<file path="config.mk">
export PLATFORM = sky130hd
export DESIGN_NAME = cse_fifo
export DESIGN_NICKNAME = d
export VERILOG_FILES = /design/src/hdl/cse_pkg.sv /design/src/hdl/cse_fifo.sv
export SDC_FILE = /design/constraint.sdc
export NUM_CORES = 1
export LEC_CHECK = 0
export ABC_AREA = 1
export BUFFER_PORTS_ARGS = -buffer_cell sky130_fd_sc_hd__buf_2
export CORE_MARGIN = 10
export CORE_UTILIZATION = 48
export DETAILED_ROUTE_END_ITERATION = 8
export PLACE_DENSITY = 0.72
export RECOVER_POWER = 50
export SYNTH_ARGS = -nofsm -noshare
export SYNTH_HDL_FRONTEND = slang
export SYNTH_SLANG_ARGS = --single-unit
</file>
<file path="constraint.sdc">
create_clock -name aclk -period 10.93 [get_ports aclk]
set_input_delay 1.093 -clock aclk [delete_from_list [all_inputs] [get_ports aclk]]
set_output_delay 1.093 -clock aclk [all_outputs]
set_load 0.01 [all_outputs]
</file>
<file path="src/hdl/cse_pkg.sv">
package cse_pkg;

    // vector length limit and counter width
    localparam int MAX_LEN     = 4096;
    localparam int CNT_W       = $clog2(MAX_LEN + 1);

    // datapath widths
    localparam int ELEM_W      = 16;
    localparam int PROD_W      = 2 * ELEM_W;
    localparam int SUM_W       = 48;
    localparam int ROOT_W      = SUM_W / 2;
    localparam int REM_W       = ROOT_W + 3;
    localparam int NORM_W      = 22;
    localparam int SIM_W       = 16;
    localparam int FRAC_SHIFT  = 15;
    localparam int DEN_W       = 2 * NORM_W;
    localparam int DVD_W       = SUM_W + FRAC_SHIFT;
    localparam int QT_W        = SIM_W + 1;

    // iteration counts
    localparam int SQRT_STEPS  = ROOT_W;
    localparam int SQ_CNT_W    = $clog2(SQRT_STEPS);
    localparam int DIV_STEPS   = DVD_W;
    localparam int DIV_CNT_W   = $clog2(DIV_STEPS);

    // queue between front and back
    localparam int FIFO_DEPTH  = 2;
    localparam int FIFO_AW     = $clog2(FIFO_DEPTH);
    localparam int FIFO_CW     = $clog2(FIFO_DEPTH + 1);

    // saturation limits
    localparam logic [NORM_W-1:0]       NORM_MAX = '1;
    localparam logic signed [SUM_W-1:0] SUM_MAX  = {1'b0, {(SUM_W-1){1'b1}}};
    localparam logic signed [SUM_W-1:0] SUM_MIN  = {1'b1, {(SUM_W-1){1'b0}}};
    localparam logic signed [SIM_W-1:0] SIM_MAX  = {1'b0, {(SIM_W-1){1'b1}}};
    localparam logic signed [SIM_W-1:0] SIM_MIN  = {1'b1, {(SIM_W-1){1'b0}}};

    // finished sums of one vector pair
    typedef struct packed {
        logic signed [SUM_W-1:0] sum_ab;
        logic signed [SUM_W-1:0] sum_aa;
        logic signed [SUM_W-1:0] sum_bb;
        logic                    ovf;
    } acc_snap_t;

    typedef enum logic [2:0] {
        BK_IDLE,
        BK_SQRT,
        BK_MUL,
        BK_PREP,
        BK_DIV,
        BK_OUT
    } back_state_t;

    // saturating add of a product into a running sum
    function automatic logic signed [SUM_W-1:0] sat_add(
        input logic signed [SUM_W-1:0]  s,
        input logic signed [PROD_W-1:0] p
    );
        logic signed [SUM_W:0] r;
        r = {s[SUM_W-1], s} + {{(SUM_W+1-PROD_W){p[PROD_W-1]}}, p};
        if (r[SUM_W] != r[SUM_W-1]) begin
            sat_add = r[SUM_W] ? SUM_MIN : SUM_MAX;
        end else begin
            sat_add = r[SUM_W-1:0];
        end
    endfunction

endpackage

</file>
<file path="src/hdl/cse_fifo.sv">
module cse_fifo (
    input  logic               aclk,
    input  logic               aresetn,
    input  logic               wr_en,
    input  cse_pkg::acc_snap_t wr_data,
    output logic               full,
    input  logic               rd_en,
    output cse_pkg::acc_snap_t rd_data,
    output logic               empty
);
    import cse_pkg::*;

    acc_snap_t           mem_reg [FIFO_DEPTH];
    logic [FIFO_AW-1:0]  wr_ptr_reg, rd_ptr_reg;
    logic [FIFO_CW-1:0]  count_reg, count_next;

    assign full    = (count_reg == FIFO_CW'(FIFO_DEPTH));
    assign empty   = (count_reg == '0);
    assign rd_data = mem_reg[rd_ptr_reg];

    // occupancy
    always_comb begin
        count_next = count_reg;
        if (wr_en && !rd_en) begin
            count_next = count_reg + 1'b1;
        end else if (rd_en && !wr_en) begin
            count_next = count_reg - 1'b1;
        end
    end

    always_ff @(posedge aclk) begin
        if (!aresetn) begin
            wr_ptr_reg <= '0;
            rd_ptr_reg <= '0;
            count_reg  <= '0;
        end else begin
            count_reg <= count_next;
            if (wr_en) begin
                wr_ptr_reg <= wr_ptr_reg + 1'b1;
            end
            if (rd_en) begin
                rd_ptr_reg <= rd_ptr_reg + 1'b1;
            end
        end
    end

    // entry storage
    always_ff @(posedge aclk) begin
        if (wr_en) begin
            mem_reg[wr_ptr_reg] <= wr_data;
        end
    end

`ifndef SYNTH
    assert property (@(posedge aclk) disable iff (!aresetn) wr_en |-> !full)
        else $error("queue written while full");
    assert property (@(posedge aclk) disable iff (!aresetn) rd_en |-> !empty)
        else $error("queue read while empty");
    assert property (@(posedge aclk) disable iff (!aresetn)
        count_reg <= FIFO_CW'(FIFO_DEPTH))
        else $error("queue count out of range");
`endif

endmodule

</file>
After elaboration in Yosys (flattened, before gate mapping)
Memories as Yosys holds them, arrays and structs flattened. A register that Yosys moved wholly into a read port is not among the register bits.
Cells that the tools add are included.
{"block": "totals", "n_memories": 1, "elab_cells": 21, "out_inout_bits": 147, "ramBits": 290, "mem_bits_ro": 0, "register_bits": 4, "inputBits": 149, "latch_bits": 0}
{"name": "mem_reg", "words": 2, "width": 145, "read_ports": 1, "rd_ports_with_merged_regs": 1, "wr": 1, "line": "cse_fifo.sv:13", "source": "acc_snap_t mem_reg [FIFO_DEPTH];"}
{"block": "op_classes", "reduce_logical": 6, "n_addsub": 4, "mux": 6, "mul": 0, "n_div": 0, "n_eq_ne": 1, "bitwise_logic": 0, "n_lt_le_gt_ge": 0, "n_shift": 0}
{"cell": "2-to-1 mux 1 bit", "n": 4}
{"cell": "2-to-1 mux 2 bit", "n": 2}
{"cell": "adder 1 bit, second input constant", "n": 2}
{"cell": "adder 2 x 1 -> 2 bit, second input constant", "n": 1}
{"cell": "== test 2 bit, second input constant", "n": 1}
{"cell": "logical AND 1 bit", "n": 2}
{"cell": "zero test 1 bit", "n": 2}
{"cell": "zero test 2 bit", "n": 1}
{"cell": "nonzero test 2 bit", "n": 1}
{"cell": "subtractor 2 x 1 -> 2 bit, second input constant", "n": 1}

Logic depth before layout (Yosys ltp)
{"block": "logic_depth", "depth_word": 4, "depth_mapped": 8, "depth_no_buf": 8}

Worst setup path after synthesis
No wires, ideal clock.
{"block": "synth_path", "path_kind": "input port to flip-flop", "start": "in wr_en", "end": "mem mem_reg[0][0] (netlist bit) (enable)", "setup_ns": 0.655, "stages": 2, "required_ns": 10.275, "path_slack_ns": 3.079, "arrival_time_ns": 7.196, "cell_sequence": "inv_1 > nor2_1"}
{"block": "synth_between", "elab_chain_cells": 2}
{"element": "start: declaration", "line": "cse_fifo.sv:4", "source": "input logic wr_en,"}
{"element": "2-to-1 mux 1 bit", "line": "cse_fifo.sv:49", "source": "if (wr_en) begin"}
{"element": "2-to-1 mux 1 bit (implied by the code)", "line": "cse_fifo.sv:50", "source": "mem_reg[wr_ptr_reg] <= wr_data;"}
{"element": "end: declaration", "line": "cse_fifo.sv:13"}
Every way passes these cells.

Worst setup path in the final report
{"block": "layout_path", "start": "in wr_en", "end": "mem mem_reg[1][74] (netlist bit) (enable)"}
Same word-level chain as after synthesis.

==> impl_metrics.env <==
export IMPL_cp_start_kind="primary input"
export IMPL_cp_required_ns=11.08
export IMPL_min_path_type="register to register"
export IMPL_critical_path_max_stage_delay_ns=2.47
export IMPL_yosys_top_cells_count="290 x edfxtp_1, 95 x mux2_2, 50 x mux2_4, 9 x buf_2, 9 x nor2_1"
export IMPL_max_clock_freq_ghz=0.195
export IMPL_min_period_ns=5.12
export IMPL_crit_path_end_kind="register"
export IMPL_ys_types=14
export IMPL_synth_top_cell_area_share_pct=80.0
export IMPL_final_layout_size_suffix_gt1_share_pct=48.7
export IMPL_hold_path_endpoint="rd_ptr_reg"
export IMPL_first_global_vias=6201
export IMPL_path_class="primary input to register"
export IMPL_synthTopCellsByArea="edfxtp_1 80%, mux2_2 9.8%, mux2_4 6.9%"
export IMPL_clock_latency_ns=0.55
export IMPL_fp_dieH_um=171
export IMPL_whs_path_depth=2
export IMPL_postCtsResizedCells=0
export IMPL_cts_hold_fix_buffers=0
export IMPL_drt_iter0_drc=323
export IMPL_reg2reg_slack_ns=6.14
export IMPL_drtPass1Iterations=4
export IMPL_setup_violations=0
export IMPL_outcome="finished with violations"
export IMPL_num_rows=55
export IMPL_dpl_hpwl_mm=16.3
export IMPL_area_growth_synth_to_final_pct=23.3
export IMPL_post_drt_via_cell_ratio=5.05
export IMPL_syn_num_nets=636
export IMPL_async_flop_share_pct=0
export IMPL_routed_wl_mm=23.4
export IMPL_cts_made_buffers=30
export IMPL_core_area_um2=22500
export IMPL_power_leakage_nw=4.96
export IMPL_finClkSkew_ns=0.0299
export IMPL_grtUsageTotal_pct=15.3
export IMPL_cp_arrival_ns=5.27
export IMPL_cts_buffer_depth=3
export IMPL_r2r_start="wr_ptr_reg"
export IMPL_crit_path_top_delay_cell="clkinvlp_2"
export IMPL_reg2reg_to="mem_reg[1][74]"
export IMPL_synth_top_area_cell="edfxtp_1"
export IMPL_p_total_mw=2.47
export IMPL_vias=5606
export IMPL_die_area_um2=29100
export IMPL_grt_max_degree=74
export IMPL_cts_htree_levels=1
export IMPL_drc=0
export IMPL_hold_violations=0
export IMPL_rr_worst_depth=3
export IMPL_antenna_left=0
export IMPL_power_density_nw_per_um2=184
export IMPL_cap_violations=1
export IMPL_die_width_um=171
export IMPL_path_buf_inv=3
export IMPL_tightest_slew_ns=3.34
export IMPL_io_buffers=295
export IMPL_maxSlewViolCount=74
export IMPL_clk_pin_slew_worst_paths_ns=0.06
export IMPL_ios=296
export IMPL_globalplace_congestion=0.779
export IMPL_rsz0062_at_grt="false"
export IMPL_largest_reg_flops=290
export IMPL_synth_edf_count=290
export IMPL_path_cells="clkbuf_1, nand2_1, clkinvlp_2, buf_4"
export IMPL_synth_avg_cell_area_um2=22.4
export IMPL_critPathMaxFanout=73
export IMPL_overflow=0
export IMPL_tritoncts="yes"
export IMPL_crit_family="buffers and inverters"
export IMPL_min_period_over_period_pct=46.8
export IMPL_synthCells=486
export IMPL_hold_start="rd_ptr_reg"
export IMPL_root_buffer="clkbuf_16"
export IMPL_start_util_pct=48.4
export IMPL_ys_warn_count=0
export IMPL_ys_flop_type="edfxtp_1"
export IMPL_antenna_found_initial=6
export IMPL_cts_sinks=295
export IMPL_synth_seq_cells=295
export IMPL_finalSetupTns_ns=0
export IMPL_peakVddDrop_mv=0.146
export IMPL_postCtsSetupBuffers=0
export IMPL_violations="capacitance limit, slew limit"
export IMPL_slew_limit_headroom_pct=-124
export IMPL_nets=952
export IMPL_grt_pass1_wl_mm=34.6
export IMPL_synth_seq_area_share_pct=81.0
export IMPL_avgRoutedWirePerCell_um=21.1
export IMPL_yosysMostFrequentCell="edfxtp_1"
export IMPL_syn_area_um2=10900
==> per-stage QoR <==
step           worst slack (ns)  cell area, µm²  cells  hold WS (ns)  utilization (%)
3_3_place_gp               7.02           12600   1055         0.475             56.2
4_1_cts                    6.31           13500   1109         0.519             60.1
2_1_floorplan              3.08           10900    486         0.463                -
5_1_grt                    5.42           13400   1110         0.558             59.6
3_5_place_dp               6.91           12600   1055         0.505             56.2
6_report                   5.81           13400   1110         0.528             59.6
==> cells by family after synthesis <==
kind of cell,after synthesis,share of synthesized area [%]
AOI/OAI and AO/OA,2,0.0919
DFF,295,81.0
muxes,145,16.7
and+or+nand+nor,19,0.690
adders and majority gates,1,0.115
buffers and inverters,24,1.41
==> power breakdown <==
| group | switching, mW | leakage (nW) | internal, mW |
|---|---|---|---|
| logic | 0.125 | 1.77 | 0.107 |
| clock network | 0.398 | 0.418 | 0.506 |
| registers | 0.0193 | 2.76 | 1.31 |
==> metal layers <==
metal	share of wire (%)	global-route usage, %	up-vias
met5	0.26	0	-
met4	2.9	5.23	10
met3	9.5	6.43	53
met2	51	26.2	237
met1	37	16.8	2756
li1	-	-	2550
==> tightest hold or removal path, delay by kind of cell (launching register included) <==
| kind | cells | cell delay, ns |
|---|---|---|
| and+or+nand+nor | 2 | 0.15 |
| DFF | 1 | 0.34 |
==> worst max-delay path by stage <==
stage | from | end | slack, ns | cells past startpoint
2_1_floorplan | wr_en | mem_reg[0][0] | 3.08 | 2
3_3_place_gp | register | rd_data[124] | 7.02 | 4
3_5_place_dp | register | rd_data[70] | 6.91 | 4
4_1_cts | register | rd_data[64] | 6.31 | 4
5_1_grt | wr_en | mem_reg[1][123] | 5.42 | 4
6_report | wr_en | mem_reg[1][74] | 5.81 | 4
==> area by class of cell <==
cell class                      instances  area (µm²)
Multi-Input combinational cell        167        1930
Fill cell                            1718        9090
Clock buffer                           40         788
Sequential cell                       295        8810
Antenna cell                            1        2.50
Clock inverter                         14        87.6
Inverter                                8        31.3
Timing Repair Buffer                  300        1410
Tap cell                              285         357
==> cell usage in the layout, fill, tap and decap left out, drive strengths merged, types with 3 or more instances in the layout <==
cell type	count
clkinv	11
nand2	8
nor2	9
clkbuf	123
edfxtp	290
inv	8
clkinvlp	3
mux2	145
buf	217
dfxtp	5
Power figures use the tool's default switching activity.
