**src/hdl/cse_pkg.sv**
```systemverilog
package cse_pkg;

    // vector length limit and counter width
    localparam int MAX_LEN     = 4096;
    localparam int CNT_W       = $clog2(MAX_LEN + 1);

    // datapath widths
    localparam int ELEM_W      = 16;
    localparam int PROD_W      = 2 * ELEM_W;
    localparam int SUM_W       = 48;
    localparam int ROOT_W      = SUM_W / 2;
    localparam int REM_W       = ROOT_W + 3;
    localparam int NORM_W      = 22;
    localparam int SIM_W       = 16;
    localparam int FRAC_SHIFT  = 15;
    localparam int DEN_W       = 2 * NORM_W;
    localparam int DVD_W       = SUM_W + FRAC_SHIFT;
    localparam int QT_W        = SIM_W + 1;

    // iteration counts
    localparam int SQRT_STEPS  = ROOT_W;
    localparam int SQ_CNT_W    = $clog2(SQRT_STEPS);
    localparam int DIV_STEPS   = DVD_W;
    localparam int DIV_CNT_W   = $clog2(DIV_STEPS);

    // queue between front and back
    localparam int FIFO_DEPTH  = 2;
    localparam int FIFO_AW     = $clog2(FIFO_DEPTH);
    localparam int FIFO_CW     = $clog2(FIFO_DEPTH + 1);

    // saturation limits
    localparam logic [NORM_W-1:0]       NORM_MAX = '1;
    localparam logic signed [SUM_W-1:0] SUM_MAX  = {1'b0, {(SUM_W-1){1'b1}}};
    localparam logic signed [SUM_W-1:0] SUM_MIN  = {1'b1, {(SUM_W-1){1'b0}}};
    localparam logic signed [SIM_W-1:0] SIM_MAX  = {1'b0, {(SIM_W-1){1'b1}}};
    localparam logic signed [SIM_W-1:0] SIM_MIN  = {1'b1, {(SIM_W-1){1'b0}}};

    // finished sums of one vector pair
    typedef struct packed {
        logic signed [SUM_W-1:0] sum_ab;
        logic signed [SUM_W-1:0] sum_aa;
        logic signed [SUM_W-1:0] sum_bb;
        logic                    ovf;
    } acc_snap_t;

    typedef enum logic [2:0] {
        BK_IDLE,
        BK_SQRT,
        BK_MUL,
        BK_PREP,
        BK_DIV,
        BK_OUT
    } back_state_t;

    // saturating add of a product into a running sum
    function automatic logic signed [SUM_W-1:0] sat_add(
        input logic signed [SUM_W-1:0]  s,
        input logic signed [PROD_W-1:0] p
    );
        logic signed [SUM_W:0] r;
        r = {s[SUM_W-1], s} + {{(SUM_W+1-PROD_W){p[PROD_W-1]}}, p};
        if (r[SUM_W] != r[SUM_W-1]) begin
            sat_add = r[SUM_W] ? SUM_MIN : SUM_MAX;
        end else begin
            sat_add = r[SUM_W-1:0];
        end
    endfunction

endpackage

```
**src/hdl/cse_front.sv**
```systemverilog
module cse_front (
    input  logic                            aclk,
    input  logic                            aresetn,
    input  logic                            s_valid,
    output logic                            s_ready,
    input  logic signed [cse_pkg::ELEM_W-1:0] s_elem_a,
    input  logic signed [cse_pkg::ELEM_W-1:0] s_elem_b,
    input  logic                            s_last_elem,
    output logic                            push,
    output cse_pkg::acc_snap_t              push_data,
    input  logic                            fifo_full
);
    import cse_pkg::*;

    logic             s_acc;
    logic             take;
    logic [CNT_W-1:0] cnt_reg, cnt_next;
    logic             ovf_reg, ovf_next;

    logic                     p_valid_reg, p_valid_next;
    logic signed [PROD_W-1:0] p_ab_reg, p_aa_reg, p_bb_reg;
    logic                     p_take_reg, p_last_reg, p_ovf_reg;

    logic signed [SUM_W-1:0] sum_ab_reg, sum_aa_reg, sum_bb_reg;
    logic signed [SUM_W-1:0] sum_ab_next, sum_aa_next, sum_bb_next;
    logic signed [SUM_W-1:0] add_ab, add_aa, add_bb;
    logic                    p_consume;

    // product stage holds while a last request waits on a full queue
    assign s_ready   = !(p_valid_reg && p_last_reg && fifo_full);
    assign s_acc     = s_valid && s_ready;
    assign take      = (cnt_reg < CNT_W'(MAX_LEN));
    assign p_consume = p_valid_reg && s_ready;

    // element count and overflow tracking
    always_comb begin
        cnt_next = cnt_reg;
        ovf_next = ovf_reg;
        if (s_acc) begin
            if (s_last_elem) begin
                cnt_next = '0;
                ovf_next = 1'b0;
            end else if (take) begin
                cnt_next = cnt_reg + 1'b1;
            end else begin
                ovf_next = 1'b1;
            end
        end
    end

    assign p_valid_next = s_ready ? s_valid : p_valid_reg;

    always_ff @(posedge aclk) begin
        if (!aresetn) begin
            cnt_reg     <= '0;
            ovf_reg     <= 1'b0;
            p_valid_reg <= 1'b0;
        end else begin
            cnt_reg     <= cnt_next;
            ovf_reg     <= ovf_next;
            p_valid_reg <= p_valid_next;
        end
    end

    // product registers
    always_ff @(posedge aclk) begin
        if (s_acc) begin
            p_ab_reg   <= s_elem_a * s_elem_b;
            p_aa_reg   <= s_elem_a * s_elem_a;
            p_bb_reg   <= s_elem_b * s_elem_b;
            p_take_reg <= take;
            p_last_reg <= s_last_elem;
            p_ovf_reg  <= ovf_reg || !take;
        end
    end

    // saturating accumulation
    always_comb begin
        add_ab = p_take_reg ? sat_add(sum_ab_reg, p_ab_reg) : sum_ab_reg;
        add_aa = p_take_reg ? sat_add(sum_aa_reg, p_aa_reg) : sum_aa_reg;
        add_bb = p_take_reg ? sat_add(sum_bb_reg, p_bb_reg) : sum_bb_reg;
        sum_ab_next = sum_ab_reg;
        sum_aa_next = sum_aa_reg;
        sum_bb_next = sum_bb_reg;
        if (p_consume) begin
            if (p_last_reg) begin
                sum_ab_next = '0;
                sum_aa_next = '0;
                sum_bb_next = '0;
            end else begin
                sum_ab_next = add_ab;
                sum_aa_next = add_aa;
                sum_bb_next = add_bb;
            end
        end
    end

    always_ff @(posedge aclk) begin
        if (!aresetn) begin
            sum_ab_reg <= '0;
            sum_aa_reg <= '0;
            sum_bb_reg <= '0;
        end else begin
            sum_ab_reg <= sum_ab_next;
            sum_aa_reg <= sum_aa_next;
            sum_bb_reg <= sum_bb_next;
        end
    end

    // hand finished sums to the queue
    assign push             = p_valid_reg && p_last_reg && !fifo_full;
    assign push_data.sum_ab = add_ab;
    assign push_data.sum_aa = add_aa;
    assign push_data.sum_bb = add_bb;
    assign push_data.ovf    = p_ovf_reg;

endmodule

```
**config.mk**
```make
export PLATFORM = sky130hd
export DESIGN_NAME = cse_front
export DESIGN_NICKNAME = d
export VERILOG_FILES = /design/src/hdl/cse_pkg.sv /design/src/hdl/cse_front.sv
export SDC_FILE = /design/constraint.sdc
export NUM_CORES = 2
export LEC_CHECK = 0
export BUFFER_PORTS_ARGS = -buffer_cell sky130_fd_sc_hd__buf_2
export CORE_MARGIN = 4
export CORE_UTILIZATION = 60
export CTS_CLUSTER_DIAMETER = 80
export DETAILED_ROUTE_END_ITERATION = 8
export PLACE_DENSITY = 0.78
export SETUP_SLACK_MARGIN = 0.02
export SYNTH_ARGS = -nofsm -noshare
export SYNTH_HDL_FRONTEND = slang
export SYNTH_SLANG_ARGS = --single-unit
```
**constraint.sdc**
```tcl
create_clock -name aclk -period 14 [get_ports aclk]
set_input_delay 4.2 -clock aclk [delete_from_list [all_inputs] [get_ports aclk]]
set_output_delay 4.2 -clock aclk [all_outputs]
set_load 0.1 [all_outputs]
```
# After elaboration in Yosys (flattened, before gate mapping)
# Index checks and enable logic that the tools add are counted.
[op_classes]
n_eq_ne = 4
mux = 16
n_addsub = 4
n_reduce_logical = 12
multipliers = 3
shift = 0
magnitude_cmp = 1
div = 0
n_bitwise = 0
[op_table]
columns = ["operator", "count"]
rows = [
  ["two-way mux 48 bit", 12],
  ["adder 48 x 32 -> 49 bit", 3],
  ["multiplier 16 x 16 -> 32 bit", 3],
  ["two-way mux 13 bit", 2],
  ["adder 13 x 1 -> 13 bit, second input constant", 1],
  ["< comparator 13 bit, second input constant", 1],
  ["logical AND 1 bit", 5],
  ["AND reduction 2 bit", 2],
  ["zero test 1 bit", 3],
  ["inequality test 1 bit", 3],
  ["two-way mux 1 bit", 2],
  ["inequality test 2 bit, second input constant", 1],
  ["nonzero test 2 bit", 1],
  ["logical OR 1 bit", 1],
]
[word_totals]
ram_bits = 0
ff_bits = 258
mem_count = 0
out_inout_bits = 147
latchBits = 0
wordCells = 52
rom_bits = 0
inputBits = 37

# Logic depth before layout (Yosys ltp)
[depth]
ltp_word = 5
mapped_depth = 27
ltp_nobuf = 25

# Worst setup path before layout
# OpenSTA, ideal clock, no wires.
[synth_timing]
path_kind = "input-to-reg"
startpoint = "in s_elem_a[14] in the netlist's numbering"
endpoint = "reg p_ab_reg[31], data pin"
arrival_ns = 10.389
path_buffers = 2
t_required_ns = 13.740
cell_stages = 24
setup_ns = 0.260
path_slack_ns = 3.351
path_cell_list = "clkbuf_1 -> clkbuf_1 -> nand2_1 -> fa_1 -> fa_1 -> fa_1 -> inv_1 -> fa_1 -> fa_1 -> inv_1 -> fa_1 -> inv_1 -> ha_1 -> a21o_1 -> a221oi_1 -> o21ai_0 -> a21oi_1 -> o21ai_0 -> a211oi_1 -> o31ai_1 -> or4_1 -> a31o_2 -> a21oi_1 -> xnor2_1"
[synth_via]
elab_chain_cells = 1
[synth_rtl]
columns = ["item", "line_no", "text"]
rows = [
  ["start: declaration", "cse_front.sv:6", "input logic signed [cse_pkg::ELEM_W-1:0] s_elem_a,"],
  ["multiplier 16 x 16 -> 32 bit", "cse_front.sv:68", "p_ab_reg <= s_elem_a * s_elem_b;"],
  ["end signal: assignment", "cse_front.sv:68", ""],
  ["end: declaration", "cse_front.sv:21", "logic signed [PROD_W-1:0] p_ab_reg, p_aa_reg, p_bb_reg;"],
]
# No other way between the ends.
# A chain may end at the register's enable or synchronous reset.

# Worst setup path in the final report
[layout_timing]
startpoint = "in s_elem_b[15] in the netlist's numbering"
endpoint = "reg p_ab_reg[31], data pin"
[layout_via]
elab_chain_cells = 1
[layout_rtl]
columns = ["item", "line_no", "text"]
rows = [
  ["start: declaration", "cse_front.sv:7", "input logic signed [cse_pkg::ELEM_W-1:0] s_elem_b,"],
  ["multiplier 16 x 16 -> 32 bit", "cse_front.sv:68", ""],
]
# No other way between the ends.

==> summary.md <==
| Metric | Value |
|---|---|
| RSZ-0062 raised after global routing | `false` |
| Critical Setup Path Class | `input port to flop` |
| Clk Tree Root Cell | `clkbuf_16` |
| Routed wire length | `about 120000 um` |
| Yosys reg bits | `256` |
| Synth top area share | `0.318` |
| Core Area | `0.0759 mm2` |
| Max_slew headroom | `0.234` |
| Register area share after synthesis | `0.133` |
| Vias per cell | `between 5 and 6` |
| Initial Utilization | `0.605` |
| Final setup fails | `0` |
| GRT Util Overall | `0.301` |
| Mapped Area | `~0.046 mm2` |
| Fill count | `about 6300` |
| FMAX | `~0.09 GHz` |
| Global-route wire length before repair | `approximately 200000 um` |
| Top-count cell post-synth | `inv_1` |
| Std cell rows | `around 100` |
| Final Hold Fails | `0` |
| Number of nets in the layout | `roughly 6500` |
| Cell area after layout | `between 0.04 and 0.05 mm2` |
| Ranking of synthesized cells by area | `fa_1, ha_1, inv_1, dfxtp_1, edfxtp_1` |
| CP required | `between 10 and 15 ns` |
| Post-Syn Nets | `approximately 6500` |
| Cell variety after synth | `95` |
| Worst Tran Pin Value | `around 1.1 ns` |
| WL per Instance | `roughly 19 um` |
| Setup Skew | `between 0.02 and 0.03 ns` |
| Post-synth top flop | `dfxtp_1` |
| DP Area | `0.0474 mm2` |
| Setup TNS | `0 ns` |
| H-tree depth | `2` |
| Drt drc | `0` |
| Clk pin slew, worst setup/hold paths | `~0.050 ns` |
| Via count | `36900` |
| Cells after Synth | `around 5300` |
| Area grow syn2layout | `5.67%` |
| Post-CTS setup buffers | `0` |
| DRT antenna net count | `0` |
| Post-synth ARST share | `0` |
| Maximum clock insertion buffer count | `3` |
| Top cell type by total area after synthesis | `fa_1` |
| Total CTS buffers | `34` |
| Initial DRC Count | `between 2000 and 3000` |
| Avg Inst Size Synth | `between 8 and 9 um2` |
| List of most frequent post-synthesis cells | `inv_1, fa_1, nand2_1` |
| Hold crit path type | `flop to flop` |
| Clk sink count | `~260` |
| Result of the run | `complete, no violations` |
| I/O pins | `~180` |
| Max_cap viols | `0` |
| Post-CTS Resized | `0` |
| Final Wtd Congestion | `0.938` |
| Crit-path max FO | `29` |
| I/O Buffers | `183` |
| Layout cells sized above 1 | `0.0595` |
| Pre-antenna DRT Iters | `5` |
| Detailed placement HPWL | `approximately 95000 um` |
| CTS tree | `done` |
| Post-route setup slack | `around 2.9 ns` |
| Yosys warning total | `0` |
| Pin count of the biggest net entering global routing | `roughly 80` |
| Period utilization | `0.795` |
| Die ar. | `a little over 0.08 mm2` |
| Total gr overflow | `0` |
| Hold WS | `about 0.47 ns` |
| Vias in the first global route | `37600` |
| Number of flops mapped to enable cells by yosys | `97` |
| Startpoint types | `input port` |
| Critical Path AT | `11.39 ns` |
| Worst slack, placed | `roughly 2.4 ns` |
| Initial antenna violation count | `6` |
| Min cycle time layout | `11.12 ns` |
| CP Capture Type | `flop` |
| Cts hold-fix bufs | `0` |
| Max-slew violation count | `0` |
| Skew-Pair Late Insertion Delay | `roughly 0.56 ns` |
| Die X | `285 um` |
| Die height | `~280 um` |
-- routing by layer --
layer  up-vias  global-route usage  wire, um
li1      17000                   -         -
met1     18200               0.408     50400
met2      1432               0.488     56100
met3       276              0.0483      9110
met4         2               0.117      5120
met5         -                   0        13
-- placed cells by master (no fill, tap or decap), drive strengths merged, types with 40 or more instances in the layout --
| cell | instances |
|---|---|
| a21o | 109 |
| dfxtp | 159 |
| buf | 202 |
| clkbuf | 40 |
| fa | 729 |
| xor2 | 78 |
| and2 | 179 |
| o21ai | 291 |
| nor2 | 328 |
| nand3 | 58 |
| a21oi | 272 |
| ha | 410 |
| xnor2 | 181 |
| o2bb2ai | 109 |
| nand2 | 536 |
| inv | 982 |
| edfxtp | 97 |
-- per-stage QoR --
stage / cells / utilization
after floorplan: 5279 / -
after global placement: 6280 / 0.624
after detailed placement: 6280 / 0.624
after CTS: 6342 / 0.639
after global routing: 6344 / 0.639
final: 6349 / 0.639
-- critical path, cell delays in order --
cell      delay (ns)
buf_2           0.48
inv_1           0.37
buf_4           0.31
nor2_1          0.15
fa_1            0.46
fa_1            0.52
fa_1            0.43
fa_1            0.48
fa_1            0.49
inv_1           0.05
fa_1            0.51
inv_1           0.06
ha_1            0.32
and3_1          0.20
a221oi_1        0.35
o21ai_0         0.16
a21oi_1         0.15
o21ai_0         0.19
a211oi_1        0.35
o31ai_1         0.16
or4_1           0.44
a31o_2          0.24
a21oi_1         0.18
xnor2_1         0.11
-- kinds of logic (layout without fill, tap and decap cells) --
family,after synthesis,count (layout),synth area share
xor gates and xnor gates,259,259,0.0495
adders and majority gates,1142,1142,0.430
AOI/OAI and AO/OA,1083,1083,0.154
muxes,9,9,0.00215
and+or+nand+nor,1313,1313,0.130
other,0,7,0
buffers and inverters,1217,1250,0.101
DFF,256,256,0.133
-- final cells by class --
| class | instances | area (um2) | area share |
|---|---|---|---|
| antenna | 7 | 17.5 | 0.000361 |
| multi-input combinational | 3806 | 35300 | 0.726 |
| tap | 1030 | 1290 | 0.0265 |
| clock inverter | 22 | 215 | 0.00443 |
| clock buffer | 40 | 916 | 0.0189 |
| sequential | 256 | 6100 | 0.126 |
| timing repair buffer | 202 | 1060 | 0.0218 |
| inverter | 986 | 3700 | 0.0763 |
-- path summary, 6_finish.rpt --
| kind | from | endpoint | slack [ns] | depth (start not counted) |
|---|---|---|---|---|
| setup / recovery | s_elem_b[15] | p_ab_reg[31] | 2.88 | 24 |
| hold / removal | sum_aa_reg[25] | sum_aa_reg[25] | 0.47 | 2 |
| setup reg to reg | p_bb_reg[31] | sum_bb_reg[13] | 8.66 | 13 |
| hold reg to reg | sum_aa_reg[25] | sum_aa_reg[25] | 0.47 | 2 |
Power is left out: the tool's default activity adds up to more than one toggle a clock period on the data nets, which glitch-free logic cannot reach.
