===== config.mk =====
export PLATFORM = sky130hd
export DESIGN_NAME = cse_back
export DESIGN_NICKNAME = d
export VERILOG_FILES = /design/src/hdl/cse_pkg.sv /design/src/hdl/cse_isqrt.sv /design/src/hdl/cse_back.sv
export SDC_FILE = /design/constraint.sdc
export NUM_CORES = 2
export LEC_CHECK = 0
export ABC_CLOCK_PERIOD_IN_PS = 6580
export BUFFER_PORTS_ARGS = -buffer_cell sky130_fd_sc_hd__buf_4
export CORE_ASPECT_RATIO = 0.8
export CORE_MARGIN = 10
export CORE_UTILIZATION = 50
export DETAILED_ROUTE_END_ITERATION = 10
export HOLD_SLACK_MARGIN = 0.08
export PLACE_DENSITY = 0.79
export SLEW_MARGIN = 10
export SYNTH_ARGS = -nofsm -noshare
export SYNTH_HDL_FRONTEND = slang
export SYNTH_SLANG_ARGS = --single-unit

===== constraint.sdc =====
create_clock -name aclk -period 6.58 [get_ports aclk]
set_input_delay 0.987 -clock aclk [delete_from_list [all_inputs] [get_ports aclk]]
set_output_delay 0.987 -clock aclk [all_outputs]
set_load 0.01 [all_outputs]

===== src/hdl/cse_pkg.sv =====
package cse_pkg;

    // vector length limit and counter width
    localparam int MAX_LEN     = 4096;
    localparam int CNT_W       = $clog2(MAX_LEN + 1);

    // datapath widths
    localparam int ELEM_W      = 16;
    localparam int PROD_W      = 2 * ELEM_W;
    localparam int SUM_W       = 48;
    localparam int ROOT_W      = SUM_W / 2;
    localparam int REM_W       = ROOT_W + 3;
    localparam int NORM_W      = 22;
    localparam int SIM_W       = 16;
    localparam int FRAC_SHIFT  = 15;
    localparam int DEN_W       = 2 * NORM_W;
    localparam int DVD_W       = SUM_W + FRAC_SHIFT;
    localparam int QT_W        = SIM_W + 1;

    // iteration counts
    localparam int SQRT_STEPS  = ROOT_W;
    localparam int SQ_CNT_W    = $clog2(SQRT_STEPS);
    localparam int DIV_STEPS   = DVD_W;
    localparam int DIV_CNT_W   = $clog2(DIV_STEPS);

    // queue between front and back
    localparam int FIFO_DEPTH  = 2;
    localparam int FIFO_AW     = $clog2(FIFO_DEPTH);
    localparam int FIFO_CW     = $clog2(FIFO_DEPTH + 1);

    // saturation limits
    localparam logic [NORM_W-1:0]       NORM_MAX = '1;
    localparam logic signed [SUM_W-1:0] SUM_MAX  = {1'b0, {(SUM_W-1){1'b1}}};
    localparam logic signed [SUM_W-1:0] SUM_MIN  = {1'b1, {(SUM_W-1){1'b0}}};
    localparam logic signed [SIM_W-1:0] SIM_MAX  = {1'b0, {(SIM_W-1){1'b1}}};
    localparam logic signed [SIM_W-1:0] SIM_MIN  = {1'b1, {(SIM_W-1){1'b0}}};

    // finished sums of one vector pair
    typedef struct packed {
        logic signed [SUM_W-1:0] sum_ab;
        logic signed [SUM_W-1:0] sum_aa;
        logic signed [SUM_W-1:0] sum_bb;
        logic                    ovf;
    } acc_snap_t;

    typedef enum logic [2:0] {
        BK_IDLE,
        BK_SQRT,
        BK_MUL,
        BK_PREP,
        BK_DIV,
        BK_OUT
    } back_state_t;

    // saturating add of a product into a running sum
    function automatic logic signed [SUM_W-1:0] sat_add(
        input logic signed [SUM_W-1:0]  s,
        input logic signed [PROD_W-1:0] p
    );
        logic signed [SUM_W:0] r;
        r = {s[SUM_W-1], s} + {{(SUM_W+1-PROD_W){p[PROD_W-1]}}, p};
        if (r[SUM_W] != r[SUM_W-1]) begin
            sat_add = r[SUM_W] ? SUM_MIN : SUM_MAX;
        end else begin
            sat_add = r[SUM_W-1:0];
        end
    endfunction

endpackage


===== src/hdl/cse_isqrt.sv =====
module cse_isqrt (
    input  logic                         aclk,
    input  logic                         aresetn,
    input  logic                         start,
    input  logic [cse_pkg::SUM_W-1:0]    value,
    output logic                         done,
    output logic [cse_pkg::ROOT_W-1:0]   root
);
    import cse_pkg::*;

    logic                busy_reg, done_reg;
    logic [SQ_CNT_W-1:0] cnt_reg;
    logic [SUM_W-1:0]    x_reg;
    logic [REM_W-1:0]    rem_reg;
    logic [ROOT_W-1:0]   root_reg;
    logic [REM_W-1:0]    rem_sh, trial;
    logic                ge;

    // one result bit per step, two radicand bits brought down
    assign rem_sh = {rem_reg[REM_W-3:0], x_reg[SUM_W-1 -: 2]};
    assign trial  = {1'b0, root_reg, 2'b01};
    assign ge     = (rem_sh >= trial);

    always_ff @(posedge aclk) begin
        if (!aresetn) begin
            busy_reg <= 1'b0;
            done_reg <= 1'b0;
            cnt_reg  <= '0;
        end else begin
            done_reg <= 1'b0;
            if (start) begin
                busy_reg <= 1'b1;
                cnt_reg  <= '0;
            end else if (busy_reg) begin
                cnt_reg <= cnt_reg + 1'b1;
                if (cnt_reg == SQ_CNT_W'(SQRT_STEPS - 1)) begin
                    busy_reg <= 1'b0;
                    done_reg <= 1'b1;
                end
            end
        end
    end

    // radicand, remainder and root
    always_ff @(posedge aclk) begin
        if (start) begin
            x_reg    <= value;
            rem_reg  <= '0;
            root_reg <= '0;
        end else if (busy_reg) begin
            x_reg    <= {x_reg[SUM_W-3:0], 2'b00};
            rem_reg  <= ge ? (rem_sh - trial) : rem_sh;
            root_reg <= {root_reg[ROOT_W-2:0], ge};
        end
    end

    assign done = done_reg;
    assign root = root_reg;

endmodule


===== src/hdl/cse_back.sv =====
module cse_back (
    input  logic                              aclk,
    input  logic                              aresetn,
    input  logic                              fifo_empty,
    output logic                              pop,
    input  cse_pkg::acc_snap_t                rd_data,
    output logic                              m_valid,
    input  logic                              m_ready,
    output logic signed [cse_pkg::SIM_W-1:0]  m_similarity,
    output logic signed [cse_pkg::SUM_W-1:0]  m_dot_product,
    output logic [cse_pkg::NORM_W-1:0]        m_norm_a,
    output logic [cse_pkg::NORM_W-1:0]        m_norm_b,
    output logic                              m_zero_norm,
    output logic                              m_overflow
);
    import cse_pkg::*;

    back_state_t state_reg, state_next;

    logic signed [SUM_W-1:0] ab_reg;
    logic                    ovf_reg;
    logic [NORM_W-1:0]       na_reg, nb_reg;
    logic                    zero_reg;
    logic [DEN_W-1:0]        den_reg;
    logic [DVD_W-1:0]        dvd_reg;
    logic [DEN_W-1:0]        rem_reg;
    logic [QT_W-1:0]         q_reg;
    logic                    big_reg;
    logic [DIV_CNT_W-1:0]    cnt_reg;

    logic                    sq_done_a, sq_done_b;
    logic [ROOT_W-1:0]       root_a, root_b;
    logic [SUM_W-1:0]        rad_a, rad_b;
    logic [NORM_W-1:0]       na_sat, nb_sat;
    logic [SUM_W-1:0]        mag;
    logic [DEN_W:0]          rem_sh;
    logic                    ge;
    logic                    div_last;
    logic signed [SIM_W-1:0] sim;

    // negative sums have a zero norm
    assign rad_a = rd_data.sum_aa[SUM_W-1] ? '0 : rd_data.sum_aa;
    assign rad_b = rd_data.sum_bb[SUM_W-1] ? '0 : rd_data.sum_bb;

    cse_isqrt u_sqrt_a (
        .aclk    (aclk),
        .aresetn (aresetn),
        .start   (pop),
        .value   (rad_a),
        .done    (sq_done_a),
        .root    (root_a)
    );

    cse_isqrt u_sqrt_b (
        .aclk    (aclk),
        .aresetn (aresetn),
        .start   (pop),
        .value   (rad_b),
        .done    (sq_done_b),
        .root    (root_b)
    );

    assign na_sat = (root_a[ROOT_W-1:NORM_W] != '0) ? NORM_MAX : root_a[NORM_W-1:0];
    assign nb_sat = (root_b[ROOT_W-1:NORM_W] != '0) ? NORM_MAX : root_b[NORM_W-1:0];

    assign div_last = (cnt_reg == DIV_CNT_W'(DIV_STEPS - 1));

    // next state
    always_comb begin
        state_next = state_reg;
        unique case (state_reg)
            BK_IDLE: if (!fifo_empty) state_next = BK_SQRT;
            BK_SQRT: if (sq_done_a) state_next = BK_MUL;
            BK_MUL:  state_next = zero_reg ? BK_OUT : BK_PREP;
            BK_PREP: state_next = BK_DIV;
            BK_DIV:  if (div_last) state_next = BK_OUT;
            BK_OUT:  if (m_ready) state_next = BK_IDLE;
            default: state_next = BK_IDLE;
        endcase
    end

    // state outputs
    always_comb begin
        pop     = 1'b0;
        m_valid = 1'b0;
        unique case (state_reg)
            BK_IDLE: pop = !fifo_empty;
            BK_OUT:  m_valid = 1'b1;
            default: begin
                pop     = 1'b0;
                m_valid = 1'b0;
            end
        endcase
    end

    always_ff @(posedge aclk) begin
        if (!aresetn) begin
            state_reg <= BK_IDLE;
        end else begin
            state_reg <= state_next;
        end
    end

    // restoring divide step
    assign mag    = ab_reg[SUM_W-1] ? (SUM_W'(0) - SUM_W'(ab_reg)) : SUM_W'(ab_reg);
    assign rem_sh = {rem_reg, dvd_reg[DVD_W-1]};
    assign ge     = (rem_sh >= {1'b0, den_reg});

    // datapath
    always_ff @(posedge aclk) begin
        if (pop) begin
            ab_reg  <= rd_data.sum_ab;
            ovf_reg <= rd_data.ovf;
        end
        if (state_reg == BK_SQRT && sq_done_a) begin
            na_reg   <= na_sat;
            nb_reg   <= nb_sat;
            zero_reg <= (na_sat == '0) || (nb_sat == '0);
        end
        if (state_reg == BK_MUL) begin
            den_reg <= na_reg * nb_reg;
        end
        if (state_reg == BK_PREP) begin
            dvd_reg <= {mag, FRAC_SHIFT'(0)} + DVD_W'(den_reg >> 1);
            rem_reg <= '0;
            q_reg   <= '0;
            big_reg <= 1'b0;
            cnt_reg <= '0;
        end
        if (state_reg == BK_DIV) begin
            dvd_reg <= {dvd_reg[DVD_W-2:0], 1'b0};
            rem_reg <= ge ? DEN_W'(rem_sh - {1'b0, den_reg}) : DEN_W'(rem_sh);
            q_reg   <= {q_reg[QT_W-2:0], ge};
            big_reg <= big_reg || q_reg[QT_W-1];
            cnt_reg <= cnt_reg + 1'b1;
        end
    end

    // rounded quotient to saturated Q1.15
    always_comb begin
        if (zero_reg) begin
            sim = '0;
        end else if (ab_reg[SUM_W-1]) begin
            if (big_reg || (q_reg > QT_W'(32768))) begin
                sim = SIM_MIN;
            end else begin
                sim = SIM_W'(QT_W'(0) - q_reg);
            end
        end else begin
            if (big_reg || (q_reg > QT_W'(32767))) begin
                sim = SIM_MAX;
            end else begin
                sim = SIM_W'(q_reg);
            end
        end
    end

    assign m_similarity  = sim;
    assign m_dot_product = ab_reg;
    assign m_norm_a      = na_reg;
    assign m_norm_b      = nb_reg;
    assign m_zero_norm   = zero_reg;
    assign m_overflow    = ovf_reg;

`ifndef SYNTH
    assert property (@(posedge aclk) disable iff (!aresetn)
        (state_reg == BK_SQRT && sq_done_a) |-> sq_done_b)
        else $error("root units out of step");
    assert property (@(posedge aclk) disable iff (!aresetn)
        (state_reg == BK_DIV) |-> (den_reg != '0))
        else $error("divide started with a zero denominator");
    assert property (@(posedge aclk) disable iff (!aresetn)
        (m_valid && m_zero_norm) |-> (m_norm_a == '0 || m_norm_b == '0))
        else $error("zero flag without a zero norm");
`endif

endmodule


# [Word-level counts from Yosys, hierarchy flattened]
# Index checks and enable logic that the tools add are counted.
[word_totals] ff_bits=479 inputBits=149 output_inout_bits=112 word_cells=111
[classes] n_addsub=9 mul=1 order_cmp=5 eq_ne=12 mux=41 bitwise_logic=2 n_reduce_logical=17
[op_table] op="48-bit two-way mux" n=5
[op_table] op="44-bit two-way mux" n=3
[op_table] op="63-bit two-way mux" n=2
[op_table] op="47-bit two-way mux" n=2
[op_table] op="16-bit two-way mux" n=4
[op_table] op="63-bit by 43-bit adder with 63-bit output" n=1
[op_table] op="27-bit by 26-bit >= comparator with 1-bit output" n=2
[op_table] op="25-bit two-way mux" n=2
[op_table] op="25-bit subtractor" n=2
[op_table] op="1-bit by 48-bit subtractor with 48-bit output (first input constant)" n=1
[op_table] op="45-bit by 44-bit >= comparator with 1-bit output" n=1
[op_table] op="22-bit zero test" n=2
[op_table] op="22-bit by 22-bit multiplier with 44-bit output" n=1
[op_table] op="22-bit two-way mux" n=2
[op_table] op="44-bit subtractor" n=1
[op_table] op="17-bit two-way mux" n=2
[op_table] op="3-bit case mux with 6 select lines" n=1
[op_table] op="17-bit by 15-bit > comparator with 1-bit output (second input constant)" n=1
[op_table] op="17-bit by 16-bit > comparator with 1-bit output (second input constant)" n=1
[op_table] op="1-bit by 16-bit subtractor with 16-bit output (first input constant)" n=1
[op_table] op="3-bit two-way mux" n=5
[op_table] op="6-bit two-way mux" n=2
[op_table] op="1-bit two-way mux" n=11
[op_table] op="5-bit by 1-bit adder with 5-bit output (second input constant)" n=2
[op_table] op="other kinds (17)" n=30

# [Longest topological paths before layout]
[depth] depth_word=5 depth_mapped=27 depth_no_buf=26

# [Modules after synthesis]
# Synthesis repeated with hierarchy kept, for this count alone.
[hier_totals] cells_unflattened=4520 area_unflattened_um2=43969.7
[by_module_without_submodules] module="cse_back" instances=1 cells_per_inst=3408 area_per_inst_um2=32311.0
[by_module_without_submodules] module="cse_isqrt" instances=2 cells_per_inst=556 area_per_inst_um2=5829.3

# [Least setup slack after synthesis]
# No wires, ideal clock.
[synth_timing] path_type="reg-to-reg" from="reg nb_reg[12], in the netlist m_norm_b[12]" to="reg den_reg[40], data pin" setup_ns=0.259 arrival_time_ns=6.545 slack_ns=-0.224 stages_incl_launch_ff=26 cell_sequence="edfxtp_1 clkbuf_1 and2_1 fa_1 inv_1 fa_1 fa_1 inv_1 fa_1 fa_1 fa_1 inv_1 fa_1 inv_1 ha_1 clkbuf_1 a21o_1 a21o_1 a211oi_1 o21ai_0 a21oi_1 o31ai_1 o211ai_1 nand2b_1 a21oi_1 xnor2_1"
[synth_between] elab_chain_cells=1
[synth_rtl] element="start, declared" line="cse_back.sv:22" text="logic [NORM_W-1:0] na_reg, nb_reg;"
[synth_rtl] element="start signal, assigned" line="cse_back.sv:117" text="nb_reg <= nb_sat;"
[synth_rtl] element="22-bit by 22-bit multiplier with 44-bit output" line="cse_back.sv:121" text="den_reg <= na_reg * nb_reg;"
[synth_rtl] element="end signal, assigned" line="cse_back.sv:121"
[synth_rtl] element="end, declared" line="cse_back.sv:24" text="logic [DEN_W-1:0] den_reg;"
# Every way passes these cells.
# A chain may end at the register's enable or synchronous reset.

# [Final worst setup path]
[layout_timing] from="reg na_reg[17], in the netlist m_norm_a[17]" to="reg den_reg[43], data pin"
[layout_between] elab_chain_cells=1
[layout_rtl] element="start, declared" line="cse_back.sv:22"
[layout_rtl] element="start signal, assigned" line="cse_back.sv:116" text="na_reg <= na_sat;"
[layout_rtl] element="22-bit by 22-bit multiplier with 44-bit output" line="cse_back.sv:121"
# Every way passes these cells.

==> metrics.csv <==
stage;metric;value;unit
yosys;Ys Warns;0;
sta;final worst slack;-248;ps
floorplanning;num rows;96;
hold_path;Hold Crit Start;dvd_reg[0];
sta;Tmin final;6830;ps
outcome;failing checks;negative setup slack;
placed_design;routability cong.;0.969;
yosys;Synth top cells by count;nand2_1, inv_1, fa_1;
global_routing;total gr overflow;0;
cells_and_area;share of cells above drive strength 1;16.3;%
floorplanning;Initial Util;50.3;%
yosys;FFs w/ async S/R, synth;0;%
sta;RSZ-0062 raised after global routing;yes;
clocking;clock-pin transition on the worst setup and hold timing paths;70;ps
cells_and_area;area of the multi-input gates;0.0277;mm²
critical_path;Crit Path Category;reg -> reg;
clocking;Sink Count;479;
sta;Final Hold Viols;0;
yosys;Main synth FF type;edfxtp_1;
floorplanning;Die Y;283;µm
power_and_ir_drop;worst vdd ir;0.267;mV
clocking;cts bufs inserted;50;
clocking;Worst-Skew Late Latency;620;ps
routing;Vias/cell;5.59;
critical_path;worst path required time;6920;ps
yosys;share of the synthesized area in the top cell type;25.4;%
global_routing;vias in the first global route;34600;
critical_path;r2r startpoint;m_norm_a[17];
outcome;status;complete, but fails checks;
sta;Layout Skew;31.9;ps
clocking;hold_buf cts;0;
sta;setup TNS;-1950;ps
cells_and_area;max reg flops;63;
critical_path;CP Launch Point;m_norm_a[17];
power_and_ir_drop;sequential fraction of design power;36.3;%
global_routing;initial antenna violation count;0;
power_and_ir_drop;switching portion of total power;36.0;%
routing;# DRC;0;
power_and_ir_drop;pwr dens;225;mW/mm²
cells_and_area;# fillers;7039;
routing;wire per inst;18.7;µm
power_and_ir_drop;Total Power;11400;µW
routing;Final ANT Viol Nets;0;
placed_design;HPWL after DPL;87300;µm
cells_and_area;sequential standard cell area;0.0132;mm²
flow_run;Max-Cap Viols;0;
yosys;cell taking the most area after synthesis;edfxtp_1;
yosys;Mapped Area;0.0431;mm²
clocking;Clock Root Buffer;clkbuf_16;
critical_path;crit path launch type;flop;
hold_path;worst hold-check path type;reg -> reg;
critical_path;r2r setup slk;-250;ps
critical_path;CP max FO;3;
power_and_ir_drop;Pleak;0.0227;µW
critical_path;Critical Path End Type;flop;
sta;Least-Margin Pin Slew;1180;ps
yosys;Seq/Total Area, Yosys;30.7;%
cells_and_area;ant diodes;0;
routing;final wirelength;115000;µm
global_routing;Total Routing Usage GR;22.9;%
global_routing;first-pass GRT wire length;184000;µm
global_routing;largest net degree at the start of global routing;86;
yosys;synthesized instance count;4587;
cells_and_area;Net count, final;5800;
yosys;register bit count reported by yosys;479;
placed_design;PortBufs;260;
yosys;Post-synth EDFFs;364;
sta;Max Freq;146;MHz
power_and_ir_drop;Comb pwr share;38.1;%
yosys;synth top area cells;edfxtp_1, fa_1, ha_1;
floorplanning;core area;0.0856;mm²
routing;via count;34300;
yosys;Yosys cell types;88;
power_and_ir_drop;Clock power frac;25.6;%
sta;final setup vio count;15;
clocking;CTS Buffer Depth;3;
power_and_ir_drop;P_int;7290;µW
clocking;CTS tree;yes;
sta;final period utilization;104;%
floorplanning;Die ar.;0.0984;mm²
floorplanning;Die X;348;µm
clocking;CTS H-Tree Depth;2;
floorplanning;IO Pins;261;
yosys;Syn Nets;5425;
yosys;average size of a mapped cell;9.40;µm²
sta;Slew Viols, Final;0;
power_and_ir_drop;Switching Power;4100;µW
yosys;most common cell in the netlist;nand2_1;
routing;drt initial violations;2777;
critical_path;CP arrival;7170;ps
sta;Worst slew margin;21.2;%
routing;Pre-antenna DRT Iters;6;
cells_and_area;Synth-to-Final Area Change;17.6;%
==> power by group through the flow <==
stage               Sequential, µW  Combinational (µW)  Clock [µW]
finish                        4140                4340        2910
global route                  4190                4880        3100
CTS                           4130                4310        2980
detailed placement            4190                4280           0
global placement              4170                4190           0
floorplan                     4090                3380           0
==> placed cells by master (no fill, tap or decap), types with 85 or more instances in the layout <==
cell type	instances
o21ai_0	196
ha_1	260
dfxtp_1	113
fa_1	382
nand2_1	608
inv_1	537
nand3b_1	92
edfxtp_1	364
xnor2_1	125
xor2_1	85
a21oi_1	196
mux2i_1	92
and2_1	246
nor2_1	246
nand3_1	85
buf_4	507
==> layer usage <==
layer / track usage (%) / part of all wire (%)
met1: 29.8 / 42
met2: 38.6 / 48
met3: 4.18 / 7.1
met4: 6.88 / 3.0
met5: 0 / 0
==> area by class of cell <==
cell class | count | share of cell area, %
flip-flops and latches | 479 | 26.1
well taps | 1127 | 2.78
clock inverters | 29 | 0.625
repair buffers | 555 | 8.97
multi-input cells | 3313 | 54.7
inverters | 563 | 4.18
clock buffers | 63 | 2.67
==> final timing paths <==
kind | end | cells past startpoint
setup / recovery | den_reg[43] | 23
setup reg to reg | den_reg[43] | 23
hold reg to reg | dvd_reg[0] | 2
hold / removal | dvd_reg[0] | 2
==> kinds of logic after synthesis <==
| logic type | Yosys count | synth area share [%] |
|---|---|---|
| xor gates and xnor gates | 214 | 4.35 |
| AOI/OAI and AO/OA | 735 | 10.7 |
| buffers and inverters | 795 | 6.96 |
| and+or+nand+nor | 1583 | 18.2 |
| muxes | 92 | 2.14 |
| adders and majority gates | 689 | 27.0 |
| DFF | 479 | 30.7 |
==> per-stage QoR <==
step / worst slack, ps / cells / cell area [µm²] / hold slack [ps] / utilization (%)
after global routing: -454 / 6129 / 50700 / 489 / 59.2
after global placement: -307 / 5987 / 47800 / 448 / 55.8
final: -248 / 6129 / 50700 / 466 / 59.2
after floorplan: 0.132 / 4587 / 43300 / 435 / -
after detailed placement: -337 / 5987 / 47800 / 451 / 55.8
after CTS: -106 / 6111 / 50200 / 461 / 58.6
==> worst max-delay path: stages, from the launching register on <==
cell and delay [ps]:
edfxtp_1 520, buf_6 180, and2_1 160, fa_1 490
fa_1 490, inv_1 50, fa_1 520, inv_1 50
fa_1 480, fa_1 570, fa_1 550, inv_1 50
fa_1 520, inv_1 60, ha_4 230, a21oi_4 160
o21ai_4 90, or3_4 400, o21ai_4 190, a211o_1 230
o31a_1 200, o21ai_1 90, a21oi_1 170, xnor2_1 90
==> repair_timing <==
action                     in CTS  in global routing
pin swaps                     150                 61
gates resized for setup       119                 62
setup buffers                  29                 24
cloned                          3                  0
setup endpoints to repair      18                 19
Note: power is estimated with default switching activity, not from simulation.
